$ cat src/sv/rwf_pkg.sv
// Shared types, constants and register codes of the RGB 3x3 window filter.
`default_nettype none

package rwf_pkg;

    localparam int PIX_W        = 24;
    localparam int CHAN_W       = 8;
    localparam int MODE_W       = 2;
    localparam int CFG_IDX_W    = 2;
    localparam int CFG_DATA_W   = 13;
    localparam int WIDTH_CFG_W  = 11;
    localparam int HEIGHT_CFG_W = 13;

    localparam int DEF_MAX_WIDTH  = 1024;
    localparam int DEF_MAX_HEIGHT = 4096;
    localparam int RST_WIDTH      = 1024;
    localparam int RST_HEIGHT     = 768;

    // Register indexes on the configuration port
    localparam logic [CFG_IDX_W-1:0] REG_MODE   = 2'd0;
    localparam logic [CFG_IDX_W-1:0] REG_WIDTH  = 2'd1;
    localparam logic [CFG_IDX_W-1:0] REG_HEIGHT = 2'd2;

    // Filter modes
    localparam logic [MODE_W-1:0] MODE_MEAN  = 2'd0;
    localparam logic [MODE_W-1:0] MODE_VGRAD = 2'd1;
    localparam logic [MODE_W-1:0] MODE_HGRAD = 2'd2;

    typedef struct packed {
        logic [CHAN_W-1:0] pixel_b;
        logic [CHAN_W-1:0] pixel_g;
        logic [CHAN_W-1:0] pixel_r;
        logic              drain;
    } t_pix_req;

    typedef struct packed {
        logic [CHAN_W-1:0] out_b;
        logic [CHAN_W-1:0] out_g;
        logic [CHAN_W-1:0] out_r;
        logic              frame_last;
    } t_res;

    typedef struct packed {
        logic [CFG_IDX_W-1:0]  index;
        logic [CFG_DATA_W-1:0] data;
    } t_cfg_req;

    // Per-request decisions made at accept time, carried into the compute stage
    typedef struct packed {
        logic drain;
        logic emit;
        logic border;
        logic last;
        logic sel_upper;
    } t_stage;

endpackage

`default_nettype wire

$ cat src/sv/rwf_ctrl.sv
// Configuration registers, raster counters, pending count and per-request decisions.
`default_nettype none

module rwf_ctrl import rwf_pkg::*; #(
    parameter int MAX_WIDTH  = DEF_MAX_WIDTH,
    parameter int MAX_HEIGHT = DEF_MAX_HEIGHT
) (
    input  wire logic                         i_clk,
    input  wire logic                         i_rst_n,
    input  wire logic                         i_cfg_we,
    input  wire t_cfg_req                     i_cfg,
    input  wire logic                         i_acc,
    input  wire logic                         i_drain,
    output logic      [MODE_W-1:0]            o_mode,
    output t_stage                            o_stage,
    output logic      [$clog2(MAX_WIDTH)-1:0] o_rd_addr
);

    localparam int CW = $clog2(MAX_WIDTH);
    localparam int WW = $clog2(MAX_WIDTH + 1);
    localparam int PW = $clog2(MAX_WIDTH + 2);
    localparam int RW = $clog2(MAX_HEIGHT);
    localparam int HW = $clog2(MAX_HEIGHT + 1);
    localparam int RST_W_EFF = (RST_WIDTH > MAX_WIDTH) ? MAX_WIDTH : RST_WIDTH;
    localparam int RST_H_EFF = (RST_HEIGHT > MAX_HEIGHT) ? MAX_HEIGHT : RST_HEIGHT;

    logic [MODE_W-1:0] r_mode;
    logic [WW-1:0]     r_w;
    logic [HW-1:0]     r_h;
    logic [CW-1:0]     r_in_col,  n_in_col;
    logic [RW-1:0]     r_in_row,  n_in_row;
    logic [CW-1:0]     r_out_col, n_out_col;
    logic [RW-1:0]     r_out_row, n_out_row;
    logic [PW-1:0]     r_pend;

    logic [WIDTH_CFG_W-1:0]  cfg_w;
    logic [HEIGHT_CFG_W-1:0] cfg_h;
    logic [WW-1:0]           n_w;
    logic [HW-1:0]           n_h;
    logic                    full;
    logic                    out_adv;
    logic                    size_wr;

    assign cfg_w   = i_cfg.data[WIDTH_CFG_W-1:0];
    assign cfg_h   = i_cfg.data[HEIGHT_CFG_W-1:0];
    assign n_w     = (32'(cfg_w) < 32'd3) ? WW'(3) :
                     (32'(cfg_w) > 32'(MAX_WIDTH)) ? WW'(MAX_WIDTH) : WW'(cfg_w);
    assign n_h     = (32'(cfg_h) < 32'd3) ? HW'(3) :
                     (32'(cfg_h) > 32'(MAX_HEIGHT)) ? HW'(MAX_HEIGHT) : HW'(cfg_h);
    assign size_wr = i_cfg_we && (i_cfg.index == REG_WIDTH || i_cfg.index == REG_HEIGHT);

    assign full    = (r_pend == PW'(r_w) + PW'(1));
    assign out_adv = i_drain ? (r_pend != '0) : full;

    always_comb begin
        o_stage.drain     = i_drain;
        o_stage.emit      = out_adv;
        o_stage.sel_upper = full;
        o_stage.border    = (r_out_row == '0) || (HW'(r_out_row) == r_h - HW'(1))
                         || (r_out_col == '0) || (WW'(r_out_col) == r_w - WW'(1));
        o_stage.last      = (HW'(r_out_row) == r_h - HW'(1))
                         && (WW'(r_out_col) == r_w - WW'(1));
    end

    assign o_rd_addr = i_drain ? r_out_col : r_in_col;
    assign o_mode    = r_mode;

    // Raster advance for both counter pairs
    always_comb begin
        n_in_col  = r_in_col + CW'(1);
        n_in_row  = r_in_row;
        if (WW'(r_in_col) + WW'(1) >= r_w) begin
            n_in_col = '0;
            n_in_row = (HW'(r_in_row) + HW'(1) >= r_h) ? '0 : r_in_row + RW'(1);
        end
        n_out_col = r_out_col + CW'(1);
        n_out_row = r_out_row;
        if (WW'(r_out_col) + WW'(1) >= r_w) begin
            n_out_col = '0;
            n_out_row = (HW'(r_out_row) + HW'(1) >= r_h) ? '0 : r_out_row + RW'(1);
        end
    end

    always_ff @(posedge i_clk) begin
        if (!i_rst_n) begin
            r_mode    <= MODE_MEAN;
            r_w       <= WW'(RST_W_EFF);
            r_h       <= HW'(RST_H_EFF);
            r_in_col  <= '0;
            r_in_row  <= '0;
            r_out_col <= '0;
            r_out_row <= '0;
            r_pend    <= '0;
        end else begin
            if (i_cfg_we && i_cfg.index == REG_MODE) begin
                r_mode <= i_cfg.data[MODE_W-1:0];
            end
            if (i_cfg_we && i_cfg.index == REG_WIDTH) begin
                r_w <= n_w;
            end
            if (i_cfg_we && i_cfg.index == REG_HEIGHT) begin
                r_h <= n_h;
            end
            if (size_wr) begin
                r_in_col  <= '0;
                r_in_row  <= '0;
                r_out_col <= '0;
                r_out_row <= '0;
                r_pend    <= '0;
            end else if (i_acc) begin
                if (out_adv) begin
                    r_out_col <= n_out_col;
                    r_out_row <= n_out_row;
                end
                if (!i_drain) begin
                    r_in_col <= n_in_col;
                    r_in_row <= n_in_row;
                    if (!full) begin
                        r_pend <= r_pend + PW'(1);
                    end
                end else if (r_pend != '0) begin
                    r_pend <= r_pend - PW'(1);
                end
            end
        end
    end

    a_pend_bound: assert property (@(posedge i_clk) disable iff (!i_rst_n)
        r_pend <= PW'(r_w) + PW'(1))
        else $error("pending count beyond one row plus one pixel");

    a_col_range: assert property (@(posedge i_clk) disable iff (!i_rst_n)
        WW'(r_in_col) < r_w && WW'(r_out_col) < r_w)
        else $error("column counter outside the image width");

    a_row_range: assert property (@(posedge i_clk) disable iff (!i_rst_n)
        HW'(r_in_row) < r_h && HW'(r_out_row) < r_h)
        else $error("row counter outside the image height");

    a_size_restart: assert property (@(posedge i_clk) disable iff (!i_rst_n)
        size_wr |=> (r_pend == '0 && r_in_col == '0 && r_out_col == '0))
        else $error("size write did not restart the frame");

endmodule

`default_nettype wire

$ cat config.mk
export PLATFORM = sky130hd
export DESIGN_NAME = rwf_ctrl
export DESIGN_NICKNAME = d
export VERILOG_FILES = /design/src/sv/rwf_pkg.sv /design/src/sv/rwf_ctrl.sv
export SDC_FILE = /design/constraint.sdc
export NUM_CORES = 1
export LEC_CHECK = 0
export BUFFER_PORTS_ARGS = -buffer_cell sky130_fd_sc_hd__buf_2
export CAP_MARGIN = 15
export CORE_ASPECT_RATIO = 0.75
export CORE_MARGIN = 3
export CORE_UTILIZATION = 34
export CTS_CLUSTER_DIAMETER = 30
export DETAILED_ROUTE_END_ITERATION = 6
export HOLD_SLACK_MARGIN = 0.02
export SYNTH_ARGS = -nofsm -noshare
export SYNTH_HDL_FRONTEND = slang
export SYNTH_SLANG_ARGS = --single-unit
$ cat constraint.sdc
create_clock -name i_clk -period 5.46 [get_ports i_clk]
set_input_delay 0.273 -clock i_clk [delete_from_list [all_inputs] [get_ports i_clk]]
set_output_delay 0.273 -clock i_clk [all_outputs]
set_load 0.01 [all_outputs]
---- Word-level counts from Yosys, hierarchy flattened ----
Index checks and enable logic that the tools add are counted.
word-level totals
  logic and storage cells ................. 64
  bits in registers ....................... 69
  output and inout bits ................... 17
cells by class
  muxes and demuxes ....................... 12
  eq/ne operators ......................... 7
  add/subtract/negate cells ............... 11
  order comparisons ....................... 7
  bitwise gates (word level) .............. 2
  reduce and logical (&&, ||, !) cells .... 18
operators by type and width
  operator                 number
  $mux W11                 5
  $mux W10                 3
  $mux W13                 2
  $add A10 B1 Y11 const B  2
  $add A11 B1 Y11 const B  2
  $ge A11 B11 Y1           2
  $sub A11 B1 Y11 const B  2
  $add A10 B1 Y10 const B  2
  $add A12 B1 Y13 const B  1
  $eq A12 B13 Y1           1
  $ge A13 B13 Y1           1
  $gt A13 B13 Y1 const B   1
  $lt A13 B2 Y1 const B    1
  $sub A13 B1 Y13 const B  1
  $add A12 B1 Y12 const B  1
  $logic_not A12 Y1        1
  $mux W12                 1
  $eq A10 B11 Y1           1
  $eq A11 B11 Y1           1
  $gt A11 B11 Y1 const B   1
  $lt A11 B2 Y1 const B    1
  $reduce_bool A11 Y1      1
  $logic_not A10 Y1        1
  $reduce_and A3 Y1        2
  other kinds (11)         20

---- Logic depth before layout (Yosys ltp) ----
  depth after elaboration ................. 5
  depth in mapped cells ................... 15

---- Worst setup path before layout ----
Ideal clock, no wire load.
  path kind ............................... reg-to-reg
  from .................................... register r_out_col[2]
  to ...................................... register r_out_col[2]
  required time ........................... 5.390 ns
  clock period less this slack ............ 3.568 ns
  arrival ................................. 3.498 ns
  setup slack ............................. 1.892 ns
  cell stages (with the launch flop) ...... 15
  path buffers ............................ 2
  cell sequence ........................... dfxtp_1 clkbuf_1 and3_1 and3_1 and3_1 and3_1 xor2_1 ha_1 or3_1 a2111oi_0 a22oi_1 clkbuf_1 nor3_1 nand3b_1 a21oi_1
between the ends
  longest elaborated chain between the ends .. 3
ends and longest elaborated chain
  what                    line             source
  start, declared         rwf_ctrl.sv:32   logic [CW-1:0] r_out_col, n_out_col;
  start signal, assigned  rwf_ctrl.sv:112  r_out_col <= n_out_col;
  $add A10 B1 Y11         rwf_ctrl.sv:78   if (WW'(r_out_col) + WW'(1) >= r_w) begin
  $ge A11 B11 Y1          rwf_ctrl.sv:78
  $mux W10 (*)            rwf_ctrl.sv:78
Every way passes the cells marked *; elsewhere a longest branch is shown, timed or not.
A chain may end at the register's enable or synchronous reset.

---- Worst setup path after layout ----
  from .................................... register r_out_col[2]
  to ...................................... register r_out_row[5]
between the ends
  longest elaborated chain between the ends .. 3
ends and longest elaborated chain
  what                         line             source
  $add A10 B1 Y11              rwf_ctrl.sv:78
  $ge A11 B11 Y1               rwf_ctrl.sv:78
  $reduce_and A3 Y1 (no line)  -
  end signal, assigned         rwf_ctrl.sv:113  r_out_row <= n_out_row;
  end, declared                rwf_ctrl.sv:33   logic [RW-1:0] r_out_row, n_out_row;
No other way between the ends.

==> metrics <==
cts hold-fix bufs=0; via count=between 5,000 and 6,000; Ant. Diodes=0; Worst VDD drop=0.135 mV; CTS clk-pin slew, worst paths=0.06 ns; fillers=1,660; Num CTS Buffers=9; CP startpoint kind=register; most frequent cells in the layout=dfxtp_1 (69), ha_1 (55), inv_1 (48); RSZ-0062 raised after global routing=no; die width=around 160 um; Resized Gates After CTS=0; vias per std cell=5.46; port bufs=36; register area=1380 um2; total track usage=0.170; post-synth top area share=0.238; CP Class=register to register; most common cell after layout, fill and taps aside=dfxtp_1; number of setup violations in the final report=0; number of H-tree levels=3; Final Wtd Congestion=0.887; Pleak=2.66 nW; async set or reset register ratio after synthesis=0; worst-path maximum fanout=16; Seq cells post-synth=69; fin worst setup slack=between 1 and 1.5 ns; Detailed Route WL=15,600 um; CP dominant cell by count=and3_1; Post-synth EDFFs=0; PwrDens=227 nW/um2; Layout area overhead=10.0%; clock skew after layout=0.00523 ns; post-route ant nets=0; ys flop type=dfxtp_1; GRT overflow=0; syn_nets=812; DR WL met2=6530 um; Setup crit end kind=register; worst-path cell chain=and3_1 > and3_1 > and3_1 > and3_1 > xor2_1 > ha_1 > o21a_1 > o221ai_1 > a22oi_1 > or3b_1 > or3_1 > o31ai_2; DRT met1 WL=8230 um; Worst path max stage delay=0.70 ns; layout cells sized above 1=0.105; Max Used Layer=met4; root buffer cell=clkbuf_16; Die H=about 120 um; hold_ws=~0.23 ns; total negative setup slack=0 ns; yosys warns=0; minimum clock period=4.42 ns; Clock Latency Late Sink=about 0.34 ns; Post-CTS Setup Bufs=0; Total Power=around 0.0014 W; Netlist cell types=between 60 and 70; CP max-delay cell=a22oi_1; fin. max-slew vios=0; fin nets=817; CTS Buffer Depth=2; CTS sink cnt=69; die area=18,700 um2; Rows=40; Peak Freq=approximately 230 MHz; initial core utilization=0.355; vias in the first global route=5,028; crit share post-route=0.810; first-pass GRT wire length=25,900 um; largest net degree at the start of global routing=32; initial antenna violation count=0; hpwl dp=11,600 um; DRC Markers=0; syn avg cell area=7.88 um2; routed wire length per instance=between 15 and 20 um; top post-synthesis cells by area=dfxtp_1 (24%), ha_1 (12%), xnor2_1 (5.7%), xor2_1 (5.3%), a21oi_1 (3.6%); CORE AREA=16,400 um2; # Max-Cap Violations=0; final hold vios=0; Critical Path RT=5.71 ns; r2r setup slk=1.04 ns; met3 WL=roughly 750 um; outcome=finished clean; total iterations of the first detailed-routing run=5; DP Worst Slack=about 1.1 ns; CTS tree=done; drt initial violations=~360; Synth area leader=dfxtp_1; synthesized instance count=736; Arr. time, crit path=4.68 ns; Worst slew margin=0.307; Hold Path Class=input port to register; register area share after synthesis=0.238; Least-Margin Pin Slew=1.03 ns; Multi-input gate area=4040 um2; cell area after synthesis=5800 um2; # IOs=37
## per-stage QoR
| stage | area (um2) | instances | util |
|---|---|---|---|
| 2_1_floorplan | 5800 | 736 | - |
| 3_3_place_gp | 6070 | 940 | 0.371 |
| 3_5_place_dp | 6070 | 940 | 0.371 |
| 4_1_cts | 6380 | 956 | 0.390 |
| 5_1_grt | 6380 | 956 | 0.390 |
| 6_report | 6380 | 956 | 0.390 |
## area by class of cell
class / instances / area share
inverters: 49 / 0.0288
multi-input cells: 573 / 0.633
clock buffers: 11 / 0.0396
flip-flops and latches: 69 / 0.216
repair buffers: 39 / 0.0317
well taps: 210 / 0.0412
clock inverters: 5 / 0.00921
## path summary, 6_finish.rpt
check,end,startpoint,cells after the start
max reg2reg,r_out_row[5]$_SDFFE_PP0P_,r_out_col[2]$_SDFFE_PP0P_,12
max,r_out_row[5]$_SDFFE_PP0P_,r_out_col[2]$_SDFFE_PP0P_,12
min,o_mode[1]$_SDFFE_PN0P_,i_cfg[1],3
min reg2reg,o_mode[1]$_SDFFE_PN0P_,o_mode[1]$_SDFFE_PN0P_,2
## layer usage
layer / vias to the layer above / global-route usage
li1: 2667 / -
met1: 2424 / 0.256
met2: 123 / 0.251
met3: 8 / 0.0316
met4: 0 / 0.0383
met5: - / 0
## sequential cells by signal, summed over array words and instances (netlist names)
| register | flops |
|---|---|
| r_out_row | 12 |
| o_mode | 2 |
| r_out_col | 10 |
| r_w | 11 |
| r_h | 13 |
| r_pend | 11 |
| r_in_col | 10 |
## cells in the mapped netlist (3+ instances only)
| cell | instances |
|---|---|
| a21oi_1 | 42 |
| o21a_1 | 3 |
| nand2b_1 | 5 |
| nand3b_1 | 10 |
| a211oi_1 | 7 |
| nand4_1 | 16 |
| a22o_1 | 6 |
| o31ai_2 | 9 |
| nor3b_1 | 10 |
| or3_1 | 8 |
| a21o_1 | 11 |
| dfxtp_1 | 69 |
| o21bai_1 | 3 |
| inv_1 | 48 |
| clkbuf_1 | 30 |
| mux2_2 | 9 |
| ha_1 | 55 |
| buf_4 | 4 |
| and2_1 | 3 |
| xor2_1 | 35 |
| a22oi_1 | 11 |
| o221ai_1 | 3 |
| o211ai_1 | 10 |
| a31oi_1 | 7 |
| nor2_1 | 43 |
| xnor2_1 | 38 |
| buf_2 | 8 |
| and3_1 | 20 |
| nor2b_1 | 27 |
| nor3_1 | 20 |
| a21boi_0 | 3 |
| a211o_1 | 3 |
| nand2_1 | 40 |
| o21ai_0 | 37 |
| nand3_1 | 35 |
| nor4_1 | 12 |
| o31ai_1 | 4 |
## critical path: cells and delay by family (launching register included)
kind	cells	cell delay, ns
simple gates	6	2.29
compound gates	4	1.17
flops	1	0.50
fa+ha+maj	1	0.29
xor+xnor	1	0.09
## power by group
group          internal [W]  total (W)  switching (W)
logic              0.000119   0.000277       0.000158
clock network      0.000379   0.000614       0.000235
registers          0.000522   0.000556      0.0000335
## kinds of logic (layout without fill, tap and decap cells)
logic type / Yosys count / count (layout) / synth area share
and+or+nand+nor: 257 / 257 / 0.236
muxes: 11 / 11 / 0.0209
AOI/OAI and AO/OA: 176 / 176 / 0.207
DFF: 69 / 69 / 0.238
xor gates and xnor gates: 73 / 73 / 0.110
adders and majority gates: 56 / 56 / 0.122
buffers and inverters: 94 / 104 / 0.0653
Note: power is estimated with default switching activity, not from simulation.
