File: config.mk
export PLATFORM = sky130hd
export DESIGN_NAME = rwf_window
export DESIGN_NICKNAME = d
export VERILOG_FILES = /design/src/sv/rwf_pkg.sv /design/src/sv/rwf_window.sv
export SDC_FILE = /design/constraint.sdc
export NUM_CORES = 1
export LEC_CHECK = 0
export ABC_AREA = 1
export BUFFER_PORTS_ARGS = -buffer_cell sky130_fd_sc_hd__buf_2
export CELL_PAD_IN_SITES_DETAIL_PLACEMENT = 1
export CELL_PAD_IN_SITES_GLOBAL_PLACEMENT = 2
export CORE_AREA = 2 2 258 260
export DETAILED_ROUTE_END_ITERATION = 10
export DIE_AREA = 0 0 260 262
export PLACE_DENSITY = 0.91
export SLEW_MARGIN = 20
export SYNTH_ARGS = -nofsm -noshare
export SYNTH_HDL_FRONTEND = slang
export SYNTH_SLANG_ARGS = --single-unit
File: constraint.sdc
create_clock -name i_clk -period 9.1 [get_ports i_clk]
set_clock_uncertainty 0.2 [all_clocks]
set_input_delay 0.91 -clock i_clk [delete_from_list [all_inputs] [get_ports i_clk]]
set_output_delay 0.91 -clock i_clk [all_outputs]
set_load 0.01 [all_outputs]
File: src/sv/rwf_pkg.sv
// Shared types, constants and register codes of the RGB 3x3 window filter.
`default_nettype none

package rwf_pkg;

    localparam int PIX_W        = 24;
    localparam int CHAN_W       = 8;
    localparam int MODE_W       = 2;
    localparam int CFG_IDX_W    = 2;
    localparam int CFG_DATA_W   = 13;
    localparam int WIDTH_CFG_W  = 11;
    localparam int HEIGHT_CFG_W = 13;

    localparam int DEF_MAX_WIDTH  = 1024;
    localparam int DEF_MAX_HEIGHT = 4096;
    localparam int RST_WIDTH      = 1024;
    localparam int RST_HEIGHT     = 768;

    // Register indexes on the configuration port
    localparam logic [CFG_IDX_W-1:0] REG_MODE   = 2'd0;
    localparam logic [CFG_IDX_W-1:0] REG_WIDTH  = 2'd1;
    localparam logic [CFG_IDX_W-1:0] REG_HEIGHT = 2'd2;

    // Filter modes
    localparam logic [MODE_W-1:0] MODE_MEAN  = 2'd0;
    localparam logic [MODE_W-1:0] MODE_VGRAD = 2'd1;
    localparam logic [MODE_W-1:0] MODE_HGRAD = 2'd2;

    typedef struct packed {
        logic [CHAN_W-1:0] pixel_b;
        logic [CHAN_W-1:0] pixel_g;
        logic [CHAN_W-1:0] pixel_r;
        logic              drain;
    } t_pix_req;

    typedef struct packed {
        logic [CHAN_W-1:0] out_b;
        logic [CHAN_W-1:0] out_g;
        logic [CHAN_W-1:0] out_r;
        logic              frame_last;
    } t_res;

    typedef struct packed {
        logic [CFG_IDX_W-1:0]  index;
        logic [CFG_DATA_W-1:0] data;
    } t_cfg_req;

    // Per-request decisions made at accept time, carried into the compute stage
    typedef struct packed {
        logic drain;
        logic emit;
        logic border;
        logic last;
        logic sel_upper;
    } t_stage;

endpackage

`default_nettype wire

File: src/sv/rwf_window.sv
// Compute stage: window columns, line store update, filter arithmetic and result register.
`default_nettype none

module rwf_window import rwf_pkg::*; #(
    parameter int MAX_WIDTH = DEF_MAX_WIDTH
) (
    input  wire logic                         i_clk,
    input  wire logic                         i_rst_n,
    input  wire logic                         i_acc,
    input  wire t_pix_req                     i_pix,
    input  wire t_stage                       i_stage,
    input  wire logic [$clog2(MAX_WIDTH)-1:0] i_rd_addr,
    input  wire logic [MODE_W-1:0]            i_mode,
    input  wire logic [2*PIX_W-1:0]           i_rd_data,
    output logic                              o_adv,
    output logic                              o_wr_en,
    output logic      [$clog2(MAX_WIDTH)-1:0] o_wr_addr,
    output logic      [2*PIX_W-1:0]           o_wr_data,
    output logic                              o_res_valid,
    output t_res                              o_res,
    input  wire logic                         i_res_ready
);

    localparam int CW = $clog2(MAX_WIDTH);

    logic              r_b_valid;
    t_stage            r_b;
    logic [PIX_W-1:0]  r_b_pix;
    logic [CW-1:0]     r_b_addr;
    logic              r_fwd;
    logic [2*PIX_W-1:0] r_fwd_data;
    logic [PIX_W-1:0]  r_wc [6];
    logic              r_o_valid;
    t_res              r_o;

    logic [2*PIX_W-1:0] mem_e;
    logic [PIX_W-1:0]   up_e;
    logic [PIX_W-1:0]   mid_e;
    logic               b_write;
    logic [PIX_W-1:0]   filt;
    logic [PIX_W-1:0]   res_px;

    assign o_adv   = !r_o_valid || i_res_ready;
    assign mem_e   = r_fwd ? r_fwd_data : i_rd_data;
    assign up_e    = mem_e[2*PIX_W-1:PIX_W];
    assign mid_e   = mem_e[PIX_W-1:0];
    assign b_write = r_b_valid && !r_b.drain;

    assign o_wr_en   = o_adv && b_write;
    assign o_wr_addr = r_b_addr;
    assign o_wr_data = {mid_e, r_b_pix};

    always_comb begin
        logic [CHAN_W-1:0] l0, l1, l2, m0, m2, q0, q1, q2;
        logic [10:0]       sum8;
        logic [9:0]        sa, sb, dif;
        filt = '0;
        for (int ch = 0; ch < 3; ch++) begin
            l0 = r_wc[0][ch*CHAN_W +: CHAN_W];
            l1 = r_wc[1][ch*CHAN_W +: CHAN_W];
            l2 = r_wc[2][ch*CHAN_W +: CHAN_W];
            m0 = r_wc[3][ch*CHAN_W +: CHAN_W];
            m2 = r_wc[5][ch*CHAN_W +: CHAN_W];
            q0 = up_e[ch*CHAN_W +: CHAN_W];
            q1 = mid_e[ch*CHAN_W +: CHAN_W];
            q2 = r_b_pix[ch*CHAN_W +: CHAN_W];
            sum8 = 11'(l0) + 11'(l1) + 11'(l2) + 11'(m0) + 11'(m2)
                 + 11'(q0) + 11'(q1) + 11'(q2);
            if (i_mode == MODE_VGRAD) begin
                sa = 10'(l2) + 10'(m2) + 10'(q2);
                sb = 10'(l0) + 10'(m0) + 10'(q0);
            end else begin
                sa = 10'(q0) + 10'(q1) + 10'(q2);
                sb = 10'(l0) + 10'(l1) + 10'(l2);
            end
            dif = (sa >= sb) ? sa - sb : sb - sa;
            if (i_mode == MODE_MEAN) begin
                filt[ch*CHAN_W +: CHAN_W] = sum8[10:3];
            end else begin
                filt[ch*CHAN_W +: CHAN_W] = (dif > 10'd255) ? 8'hFF : dif[CHAN_W-1:0];
            end
        end
    end

    always_comb begin
        if (r_b.drain) begin
            res_px = r_b.sel_upper ? up_e : mid_e;
        end else if (r_b.border || i_mode > MODE_HGRAD) begin
            res_px = r_wc[4];
        end else begin
            res_px = filt;
        end
    end

    always_ff @(posedge i_clk) begin
        if (!i_rst_n) begin
            r_b_valid <= 1'b0;
            r_fwd     <= 1'b0;
            r_o_valid <= 1'b0;
            for (int k = 0; k < 6; k++) begin
                r_wc[k] <= '0;
            end
        end else if (o_adv) begin
            r_b_valid <= i_acc;
            // Read and write of the same column at one edge: take the new word
            r_fwd     <= b_write && (r_b_addr == i_rd_addr);
            r_o_valid <= r_b_valid && r_b.emit;
            if (b_write) begin
                r_wc[0] <= r_wc[3];
                r_wc[1] <= r_wc[4];
                r_wc[2] <= r_wc[5];
                r_wc[3] <= up_e;
                r_wc[4] <= mid_e;
                r_wc[5] <= r_b_pix;
            end
        end
    end

    always_ff @(posedge i_clk) begin
        if (o_adv) begin
            r_b        <= i_stage;
            r_b_pix    <= {i_pix.pixel_r, i_pix.pixel_g, i_pix.pixel_b};
            r_b_addr   <= i_rd_addr;
            r_fwd_data <= {mid_e, r_b_pix};
            r_o.out_b      <= res_px[CHAN_W-1:0];
            r_o.out_g      <= res_px[2*CHAN_W-1:CHAN_W];
            r_o.out_r      <= res_px[3*CHAN_W-1:2*CHAN_W];
            r_o.frame_last <= r_b.last;
        end
    end

    assign o_res_valid = r_o_valid;
    assign o_res       = r_o;

endmodule

`default_nettype wire
Yosys cells after proc, flatten, opt, wreduce, memory -nomap -nowiden
Memory sizes are Yosys's and may differ from the RTL's.
Cells that the tools add are included.
{"block": "totals", "elab_cells": 121, "out_inout_bits": 86, "ramBits": 144, "n_memories": 1, "inputBits": 94, "reg_bits": 115, "latchBits": 0, "romBits": 0}
{"memory": "r_wc", "depth": 6, "word_bits": 24, "rd": 6, "rd_ports_with_merged_regs": 0, "write_ports": 6, "line_no": "rwf_window.sv:32", "source": "logic [PIX_W-1:0] r_wc [6];"}
{"block": "classes", "mux": 30, "magnitude_cmp": 7, "n_mul": 0, "n_div": 0, "addsub": 51, "n_bitwise": 6, "shifts": 0, "n_reduce_logical": 9, "eq_ne": 2}
{"operator": "$mux W24", "count": 9}
{"operator": "$add A9 B8 Y10", "count": 15}
{"operator": "$add A8 B8 Y9", "count": 15}
{"operator": "$add A11 B8 Y11", "count": 12}
{"operator": "$mux W10", "count": 9}
{"operator": "$sub A10 B10 Y10", "count": 6}
{"operator": "$mux W48", "count": 1}
{"operator": "$mux W8", "count": 6}
{"operator": "$add A10 B8 Y11", "count": 3}
{"operator": "$ge A10 B10 Y1", "count": 3}
{"operator": "$gt A10 B8 Y1 const B", "count": 3}
{"operator": "$eq A10 B10 Y1", "count": 1}
{"operator": "$or A1 B1 Y1", "count": 6}
{"operator": "$mux W1", "count": 5}
{"operator": "$logic_and A1 B1 Y1", "count": 4}
{"operator": "$eq A2 B1 Y1 const B", "count": 1}
{"operator": "$gt A2 B2 Y1 const B", "count": 1}
{"operator": "$logic_not A1 Y1", "count": 2}
{"operator": "$logic_not A2 Y1", "count": 1}
{"operator": "$logic_or A1 B1 Y1", "count": 2}

Logic depth before layout (Yosys ltp)
Gate-level depths: netlist of the first run.
{"block": "logic_depth", "word_depth": 11, "mapped_depth": 37}

Worst setup path after synthesis of the first run
OpenSTA, ideal clock, no wires.
{"block": "synth_path", "path_kind": "input port to flip-flop", "start": "in i_res_ready", "end": "mem r_wc[0][0] (enable)", "path_buffers": 0, "arrival_time_ns": 6.694, "stages": 4, "slack_ns": 1.697, "setup_time_ns": 0.509, "path_cell_list": "nor2_1 -> inv_1 -> nand3_1 -> nand2_1"}
{"element": "start, declared", "line_no": "rwf_window.sv:21", "source": "input wire logic i_res_ready"}
{"element": "end, declared", "line_no": "rwf_window.sv:32"}

Final worst setup path of the first run
{"block": "layout_path", "start": "reg r_fwd", "end": "reg r_o, in the netlist o_res[6] (data pin)"}
{"block": "layout_via", "elab_chain_cells": 11, "elab_cells_between_ends": 19}
{"element": "start, declared", "line_no": "rwf_window.sv:30", "source": "logic r_fwd;"}
{"element": "start signal, assigned", "line_no": "rwf_window.sv:106", "source": "r_fwd <= b_write && (r_b_addr == i_rd_addr);"}
{"element": "$mux W48 (*)", "line_no": "rwf_window.sv:44", "source": "assign mem_e = r_fwd ? r_fwd_data : i_rd_data;"}
{"element": "named net mem_e[41]", "line_no": "rwf_window.sv:36", "source": "logic [2*PIX_W-1:0] mem_e;"}
{"element": "$add A8 B8 Y9", "line_no": "rwf_window.sv:73", "source": "sa = 10'(q0) + 10'(q1) + 10'(q2);"}
{"element": "$add A9 B8 Y10", "line_no": "rwf_window.sv:73"}
{"element": "$mux W10", "line_no": "rwf_window.sv:69", "source": "if (i_mode == MODE_VGRAD) begin"}
{"element": "$sub A10 B10 Y10 / $ge A10 B10 Y1 (equally long branches)", "line_no": "rwf_window.sv:76", "source": "dif = (sa >= sb) ? sa - sb : sb - sa;"}
{"element": "$mux W10", "line_no": "rwf_window.sv:76"}
{"element": "$gt A10 B8 Y1", "line_no": "rwf_window.sv:80", "source": "filt[ch*CHAN_W +: CHAN_W] = (dif > 10'd255) ? 8'hFF : dif[CHAN_W-1:0];"}
{"element": "$mux W8", "line_no": "rwf_window.sv:80"}
{"element": "$mux W8 (*)", "line_no": "rwf_window.sv:77", "source": "if (i_mode == MODE_MEAN) begin"}
{"element": "$mux W24 (*)", "line_no": "rwf_window.sv:88", "source": "end else if (r_b.border || i_mode > MODE_HGRAD) begin"}
{"element": "$mux W24 (*)", "line_no": "rwf_window.sv:86", "source": "if (r_b.drain) begin"}
{"element": "named net res_px[21]", "line_no": "rwf_window.sv:41", "source": "logic [PIX_W-1:0] res_px;"}
{"element": "end, declared", "line_no": "rwf_window.sv:34", "source": "t_res r_o;"}
Mark *: on every way through the listed nets, which the timed path passes. The rest lies on a longest branch.
A chain may end at the register's enable or synchronous reset.

==> flow_metrics.py, run 1 <==
metrics = {
    "status": {
        "status": "finished, final reports clean",
    },
    "cells_and_area": {
        "syn2layout_area_growth_pct": 11.5,
        "fill_cells": 7874,
        "layout.nets": 3632,
        "antennaDiodeCount": 0,
        "final_area_mm2": 0.0275,
        "final_common_cell": "nand2_1",
        "layout-drive-gt1-share_pct": 9.95,
        "layout_common_cells": "nand2_1 (756), inv_1 (699), edfxtp_1 (256)",
    },
    "global_routing": {
        "grt_max_degree": 68,
        "grt_overflow": 0,
        "grt_usage_pct": 21.9,
        "antenna_found_initial": 4,
        "grt_first_pass_wirelength_um": 115000,
        "grt_pass1_vias": 21100,
    },
    "synth": {
        "syn_inst": 2993,
        "synth_compound_area_share_pct": 7.26,
        "synthDistinctLibCells": 43,
        "synth_fa_ha_area_share_pct": 27.1,
        "yosysWarnings": 0,
        "synth_mux_area_share_pct": 0,
        "mappedNetlistNets": 3486,
        "ys_seq_area_share_pct": 31.4,
        "synth_top_family_by_area": "adder cells",
        "syn_avg_cell_area_um2": 8.25,
        "ys_ff_latch": 259,
        "synthSimpleGateAreaFrac_pct": 19.4,
        "synth_xor_area_share_pct": 2.34,
        "syn-cell-area_mm2": 0.0247,
    },
    "sta": {
        "slew_headroom_pct": 33.5,
        "fin_setup_tns_ns": 0,
        "slew_viol_final": 0,
        "fmax_ghz": 0.157,
        "report.final.hold_viol_count": 0,
        "setup_ws_ns": 2.75,
        "hold_ws_ns": 0.235,
        "finalSetupViolCount": 0,
        "rsz0062_at_grt": "no",
        "tightestPinTransition_ns": 0.997,
        "post-route-period-util_pct": 69.8,
        "period_needed_ns": 6.35,
    },
    "hold_path": {
        "holdCritPathClass": "flip-flop to flip-flop",
        "holdPathStages": 0,
    },
    "placement": {
        "dpl_cell_area_mm2": 0.0264,
        "gp_congestion": 0.852,
        "dp.final_hpwl_um": 57200,
        "dpl_worst_slack_ns": 2.78,
        "io_buffers": 178,
    },
    "worst_setup_path": {
        "cpMostUsedCell": "nand2_1",
        "path_class": "flip-flop to flip-flop",
        "cp_max_fo": 27,
        "required_ns": 9.20,
        "slowest_stage": "buf_4",
        "critPathArrivalTime_ns": 6.45,
        "crit_path_end_kind": "flip-flop",
        "start_kind": "flip-flop",
        "slowest_delay_ns": 0.49,
        "reg2reg_depth": 31,
    },
    "route": {
        "drt.antenna.violating_nets": 0,
        "vias_per_cell": 4.80,
        "firstDrtPassIters": 5,
        "detail_route.wl_per_cell_um": 18.1,
        "wirelength_um": 73000,
        "drc": 0,
        "drt_iter0_markers": 956,
        "num_vias": 19300,
    },
    "floorplanning": {
        "die_h_um": 262,
        "coreArea_mm2": 0.0653,
        "start_util_pct": 37.8,
        "rows": 94,
        "dieArea_mm2": 0.0681,
        "ioPinCount": 180,
        "die_x_um": 260,
    },
    "clocking": {
        "cts_hold_buf": 0,
        "cts_tree": "done",
        "clockBufferDepth": 3,
        "cts_setup_buffers": 0,
        "clk_pin_slew_ns": 0.06,
        "h-tree-depth": 2,
        "cts_resized": 0,
        "clock-sinks": 259,
        "cts_made_buffers": 34,
        "clockRootBuffer": "clkbuf_16",
        "clk_latency_ns": 0.55,
    },
    "pwr": {
        "vdd_ir_drop_max_v": 0.000130,
        "power.density_mw_per_mm2": 253,
        "p_leak_nw": 14.2,
    },
    "job": {
        "cap_violations": 0,
    },
}
==> state kept, by name (all words and copies together) (netlist names) <==
name,count
r_wc,144
r_fwd_data,48
o_res,25
r_b_pix,24
o_wr_addr,10
r_b,5
o_res_valid,1
r_b_valid,1
r_fwd,1
==> stage by stage <==
| stage | std cells | util, % | power, W |
|---|---|---|---|
| after floorplan | 2993 | - | 0.00447 |
| after global placement | 3967 | 40.4 | 0.00548 |
| after detailed placement | 3967 | 40.4 | 0.00558 |
| after CTS | 4029 | 42.2 | 0.00705 |
| after global routing | 4029 | 42.2 | 0.00764 |
| final | 4029 | 42.2 | 0.00698 |
==> final cells by class <==
type	count	area, µm²	share of cell area, %
clock buffers	45	976	3.54
multi-input cells	1942	13900	50.4
well taps	864	1080	3.93
flip-flops and latches	259	7750	28.1
repair buffers	194	1010	3.67
inverters	708	2660	9.67
clock inverters	17	181	0.659
==> synth_stat cells, drive strengths merged <==
master	n	area, µm²
nand2	776	2980
inv	707	2650
edfxtp	256	7690
fa	228	4560
nor2	212	816
ha	171	2140
a21oi	138	717
o21ai	116	592
nand3	104	571
xor2	56	490
buf	47	294
clkbuf	37	139
nand4	36	225
o211ai	29	218
or2	20	125
xnor2	10	87.6
a31oi	9	56.3
o21bai	7	52.6
a21o	6	45.0
nand3b	5	37.5
a21boi	4	30.0
dfxtp	3	60.1
nor3	3	15.0
o21a	3	22.5
o311ai	3	26.3
o221ai	2	17.5
a2bb2oi	1	8.76
and2	1	6.26
clkinv	1	3.75
nor4	1	6.26
o31ai	1	7.51
==> critical path, delay by kind of cell (launching register included) <==
| kind | cells | cell delay (ns) |
|---|---|---|
| and+or+nand+nor | 14 | 1.59 |
| DFF | 1 | 0.32 |
| adders and majority gates | 4 | 1.62 |
| AOI/OAI and AO/OA | 6 | 1.09 |
| buffers and inverters | 7 | 1.23 |
==> logic make-up (layout without fill, tap and decap cells) <==
kind of cell    after synthesis  count (layout)
xor+xnor                     66              66
buf+inv                     792             964
simple gates               1158            1158
compound gates              319             319
fa+ha+maj                   399             399
flops                       259             259
==> metal layers <==
metal	global-route usage [%]	up-vias	routed length [µm]	share of wire (%)
met4	5.48	4	1660	2.3
met2	37.9	327	35300	48
met3	3.32	94	3190	4.4
li1	-	9513	-	-
met5	0	-	27	0.037
met1	28.8	9402	32900	45
==> final timing paths <==
kind / slack, ns / to / start
worst max-delay path: 2.75 / o_res[6] / r_fwd
worst min-delay path: 0.23 / o_res[0] / r_b[1]
worst max register to register: 2.75 / o_res[6] / r_fwd
worst min register to register: 0.23 / o_res[0] / r_b[1]
==> report_power, final <==
part	switching (W)	leakage (nW)	internal, W
registers	0.0000600	2.72	0.00141
clock network	0.000569	0.554	0.000845
logic	0.00264	10.9	0.00145
total	0.00327	14.2	0.00371
No activity file was read; power rests on OpenSTA's default activity.
==> run 2: changes to the inputs <==
Clock period 9.1 ns to 6.4 ns, I/O delays scaled along.
==> flow_metrics.py, run 2 (synthesis gave the netlist of run 1 again) <==
metrics = {
    "cells_and_area": {
        "final_common_cell": "nand2_1",
        "layout_common_cells": "nand2_1 (756), inv_1 (699), edfxtp_1 (256)",
        "antennaDiodeCount": 0,
        "fill_cells": 7881,
        "layout-drive-gt1-share_pct": 10.0,
        "layout.nets": 3639,
        "syn2layout_area_growth_pct": 11.6,
        "fin_cells": 4034,
        "top_register": "r_wc",
        "largest_register_ff_count": 144,
    },
    "worst_setup_path": {
        "start_kind": "flip-flop",
        "cp_max_fo": 27,
        "critPathArrivalTime_ns": 6.01,
        "path_class": "flip-flop to flip-flop",
        "cpMostUsedCell": "nand2_1",
        "crit_path_end_kind": "flip-flop",
        "crit_family": "simple AND/OR/NAND/NOR gates",
        "required_ns": 6.52,
        "worst-path-buf-inv": 6,
        "slowest_delay_ns": 0.53,
        "slowest_stage": "fa_1",
    },
    "route": {
        "wirelength_um": 73400,
        "drt_iter0_markers": 966,
        "drc": 0,
        "detail_route.wl_per_cell_um": 18.2,
        "num_vias": 19500,
        "drt.antenna.violating_nets": 0,
        "firstDrtPassIters": 5,
        "vias_per_cell": 4.84,
    },
    "global_routing": {
        "grt_pass1_vias": 20900,
        "grt_overflow": 0,
        "antenna_found_initial": 7,
        "grt_usage_pct": 22.0,
        "grt_max_degree": 84,
        "grt_first_pass_wirelength_um": 115000,
    },
    "clocking": {
        "clk_latency_ns": 0.56,
        "clk_pin_slew_ns": 0.07,
        "cts_resized": 0,
        "cts_made_buffers": 35,
        "cts_tree": "done",
        "clockRootBuffer": "clkbuf_16",
        "clockBufferDepth": 3,
        "cts_setup_buffers": 0,
        "clock-sinks": 259,
        "cts_hold_buf": 0,
        "h-tree-depth": 2,
    },
    "sta": {
        "period_needed_ns": 5.89,
        "finalSetupViolCount": 0,
        "slew_viol_final": 0,
        "fin_setup_tns_ns": 0,
        "rsz0062_at_grt": "no",
        "tightestPinTransition_ns": 1.06,
        "fmax_ghz": 0.170,
        "post-route-period-util_pct": 92.0,
        "slew_headroom_pct": 29.5,
        "report.final.hold_viol_count": 0,
    },
    "pwr": {
        "intPower_w": 0.00522,
        "clock_power_share_pct": 19.7,
        "pwr-share-seq_pct": 21.3,
        "power.density_mw_per_mm2": 357,
        "switching_share_pct": 46.9,
        "p_comb_share_pct": 58.9,
        "vdd_ir_drop_max_v": 0.000224,
        "p_leak_nw": 14.2,
        "power_switching_w": 0.00461,
    },
    "placement": {
        "dp.final_hpwl_um": 58600,
        "gp_congestion": 0.876,
        "place_inst": 3973,
        "io_buffers": 178,
    },
    "floorplanning": {
        "ioPinCount": 180,
        "dieArea_mm2": 0.0681,
        "rows": 94,
        "die_h_um": 262,
        "start_util_pct": 37.8,
        "die_x_um": 260,
        "coreArea_mm2": 0.0653,
    },
    "job": {
        "cap_violations": 0,
    },
    "hold_path": {
        "holdCritPathClass": "primary input to flip-flop",
    },
    "status": {
        "status": "finished, final reports clean",
    },
}
==> run 2: cell count changes in the layout (fill, tap and decap cells not counted) <==
cell       previous run  this run
bufinv_16             3         2
clkinv_1              5         7
clkinv_2              3         2
nand2_8               0         1
clkinv_4              3         1
nand2_4               6         5
inv_6                 2         3
buf_4                16        21
buf_12                0         1
clkbuf_8              2         1
clkbuf_1              6         7
==> run 2: power by group through the flow <==
stage / registers (W) / clock network (W) / logic [W]
6_report: 0.00210 / 0.00194 / 0.00579
5_1_grt: 0.00212 / 0.00205 / 0.00664
4_1_cts: 0.00210 / 0.00200 / 0.00584
3_5_place_dp: 0.00213 / 0 / 0.00579
3_3_place_gp: 0.00213 / 0 / 0.00567
2_1_floorplan: 0.00214 / 0 / 0.00422
==> run 2: worst paths after layout <==
| check | startpoint | end | slack (ns) | cells past startpoint |
|---|---|---|---|---|
| min reg2reg | r_b[1] | o_res[0] | 0.26 | 0 |
| min | i_pix[5] | r_b_pix[20] | 0.05 | 1 |
| max reg2reg | r_fwd | o_res[6] | 0.51 | 32 |
| max | r_fwd | o_res[6] | 0.51 | 32 |
==> run 2: layer usage <==
layer,GRT usage [%],wire length [µm],vias to the layer above
li1,-,-,9521
met5,0,54,-
met3,3.40,3090,88
met1,29.1,32800,9594
met2,38.0,35800,314
met4,5.09,1620,8
==> run 2: through the flow <==
step	util [%]	cell area, µm²	setup slack, ns	hold slack, ns	power [W]
after floorplan	-	24700	0.528	0.200	0.00635
after global placement	40.5	26500	0.599	0.202	0.00780
after detailed placement	40.5	26500	0.500	0.231	0.00793
after CTS	42.2	27600	0.508	0.0167	0.00995
after global routing	42.2	27600	0.0745	0.0318	0.0108
final	42.2	27600	0.512	0.0547	0.00983
==> run 2: final cells by class <==
cell class                      count  area, µm²  area share [%]
Inverter                          708       2660            9.66
Sequential cell                   259       7750            28.1
Tap cell                          864       1080            3.92
Timing Repair Buffer              200       1070            3.88
Clock buffer                       45        966            3.50
Multi-Input combinational cell   1942      13900            50.4
Clock inverter                     16        145           0.527
==> run 3: changes to the inputs <==
Settings changed: CTS_CLUSTER_DIAMETER set to 100, PLACE_DENSITY 0.91 to 0.92.
==> flow_metrics.py, run 3 (synthesis gave the netlist of run 1 again) <==
metrics = {
    "worst_setup_path": {
        "cpMostUsedCell": "nand2_1",
        "worst-path-buf-inv": 5,
        "crit_family": "simple AND/OR/NAND/NOR gates",
        "slowest_stage": "fa_1",
        "start_kind": "flip-flop",
        "path_class": "flip-flop to flip-flop",
        "crit_path_end_kind": "flip-flop",
        "slowest_delay_ns": 0.51,
        "cp_max_fo": 10,
        "critPathArrivalTime_ns": 6.02,
        "required_ns": 6.51,
    },
    "route": {
        "drt_iter0_markers": 954,
        "firstDrtPassIters": 5,
        "wirelength_um": 72800,
        "vias_per_cell": 4.82,
        "num_vias": 19400,
        "detail_route.wl_per_cell_um": 18.1,
        "drt.antenna.violating_nets": 0,
        "drc": 0,
    },
    "clocking": {
        "clock-sinks": 259,
        "cts_tree": "done",
        "clockBufferDepth": 3,
        "cts_made_buffers": 34,
        "clk_latency_ns": 0.56,
        "cts_hold_buf": 0,
        "h-tree-depth": 2,
        "cts_resized": 0,
        "clockRootBuffer": "clkbuf_16",
        "cts_setup_buffers": 0,
        "clk_pin_slew_ns": 0.06,
    },
    "sta": {
        "setup_ws_ns": 0.486,
        "post-route-period-util_pct": 92.4,
        "finalSetupViolCount": 0,
        "hold_ws_ns": 0.0533,
        "fin_setup_tns_ns": 0,
        "slew_viol_final": 0,
        "fmax_ghz": 0.169,
        "report.final.hold_viol_count": 0,
        "rsz0062_at_grt": "no",
        "tightestPinTransition_ns": 0.985,
        "slew_headroom_pct": 34.2,
        "period_needed_ns": 5.91,
    },
    "placement": {
        "gp_congestion": 0.861,
        "io_buffers": 178,
        "dpl_worst_slack_ns": 0.373,
        "dp.final_hpwl_um": 57800,
    },
    "cells_and_area": {
        "layout_common_cells": "nand2_1 (756), inv_1 (700), edfxtp_1 (256)",
        "largest_register_ff_count": 144,
        "final_common_cell": "nand2_1",
        "layout.nets": 3636,
        "top_register": "r_wc",
        "fill_cells": 7901,
        "layout-drive-gt1-share_pct": 9.94,
        "syn2layout_area_growth_pct": 11.6,
    },
    "pwr": {
        "vdd_ir_drop_max_v": 0.000220,
        "p_leak_nw": 14.2,
        "power_w": 0.00982,
        "power.density_mw_per_mm2": 357,
    },
    "job": {
        "cap_violations": 0,
    },
    "floorplanning": {
        "die_h_um": 262,
        "die_x_um": 260,
        "ioPinCount": 180,
        "dieArea_mm2": 0.0681,
        "rows": 94,
        "start_util_pct": 37.8,
        "coreArea_mm2": 0.0653,
    },
    "hold_path": {
        "holdCritPathClass": "primary input to flip-flop",
    },
    "global_routing": {
        "grt_first_pass_wirelength_um": 116000,
        "grt_pass1_vias": 21000,
        "grt_overflow": 0,
        "antenna_found_initial": 3,
        "grt_usage_pct": 22.0,
        "grt_max_degree": 82,
    },
    "status": {
        "status": "finished, final reports clean",
    },
}
run 3: path summary, 6_finish.rpt:
check	startpoint	slack [ns]	endpoint	cells past startpoint
setup reg to reg	r_fwd	0.49	o_res[22]	31
hold reg to reg	r_b[1]	0.24	o_res[0]	0
hold / removal	i_pix[21]	0.05	r_b_pix[4]	1
setup / recovery	r_fwd	0.49	o_res[22]	31
run 3: through the flow:
stage / cell area [µm²] / util, % / instances
detailed placement: 26500 / 40.5 / 3971
global route: 27500 / 42.2 / 4032
CTS: 27500 / 42.2 / 4032
global placement: 26500 / 40.5 / 3971
finish: 27500 / 42.2 / 4033
floorplan: 24700 / - / 2993
run 3: layout make-up:
type	count	area, µm²	share of cell area [%]
Multi-Input combinational cell	1942	13900	50.4
Clock inverter	21	179	0.650
Antenna cell	1	2.50	0.00908
Clock buffer	40	895	3.25
Sequential cell	259	7750	28.1
Inverter	708	2670	9.67
Tap cell	864	1080	3.92
Timing Repair Buffer	198	1080	3.92
run 3: report_power, final:
| group | internal [W] | switching (W) | total, W |
|---|---|---|---|
| Sequential | 0.00201 | 0.0000903 | 0.00210 |
| Combinational | 0.00207 | 0.00375 | 0.00583 |
| Clock | 0.00109 | 0.000806 | 0.00189 |
run 3: layer usage:
metal | track usage [%] | share of wire [%] | up-vias
li1 | - | - | 9512
met1 | 28.9 | 45 | 9510
met2 | 38.3 | 48 | 341
met3 | 3.11 | 4.5 | 75
met4 | 5.12 | 2.0 | 0
met5 | 0 | 0 | -
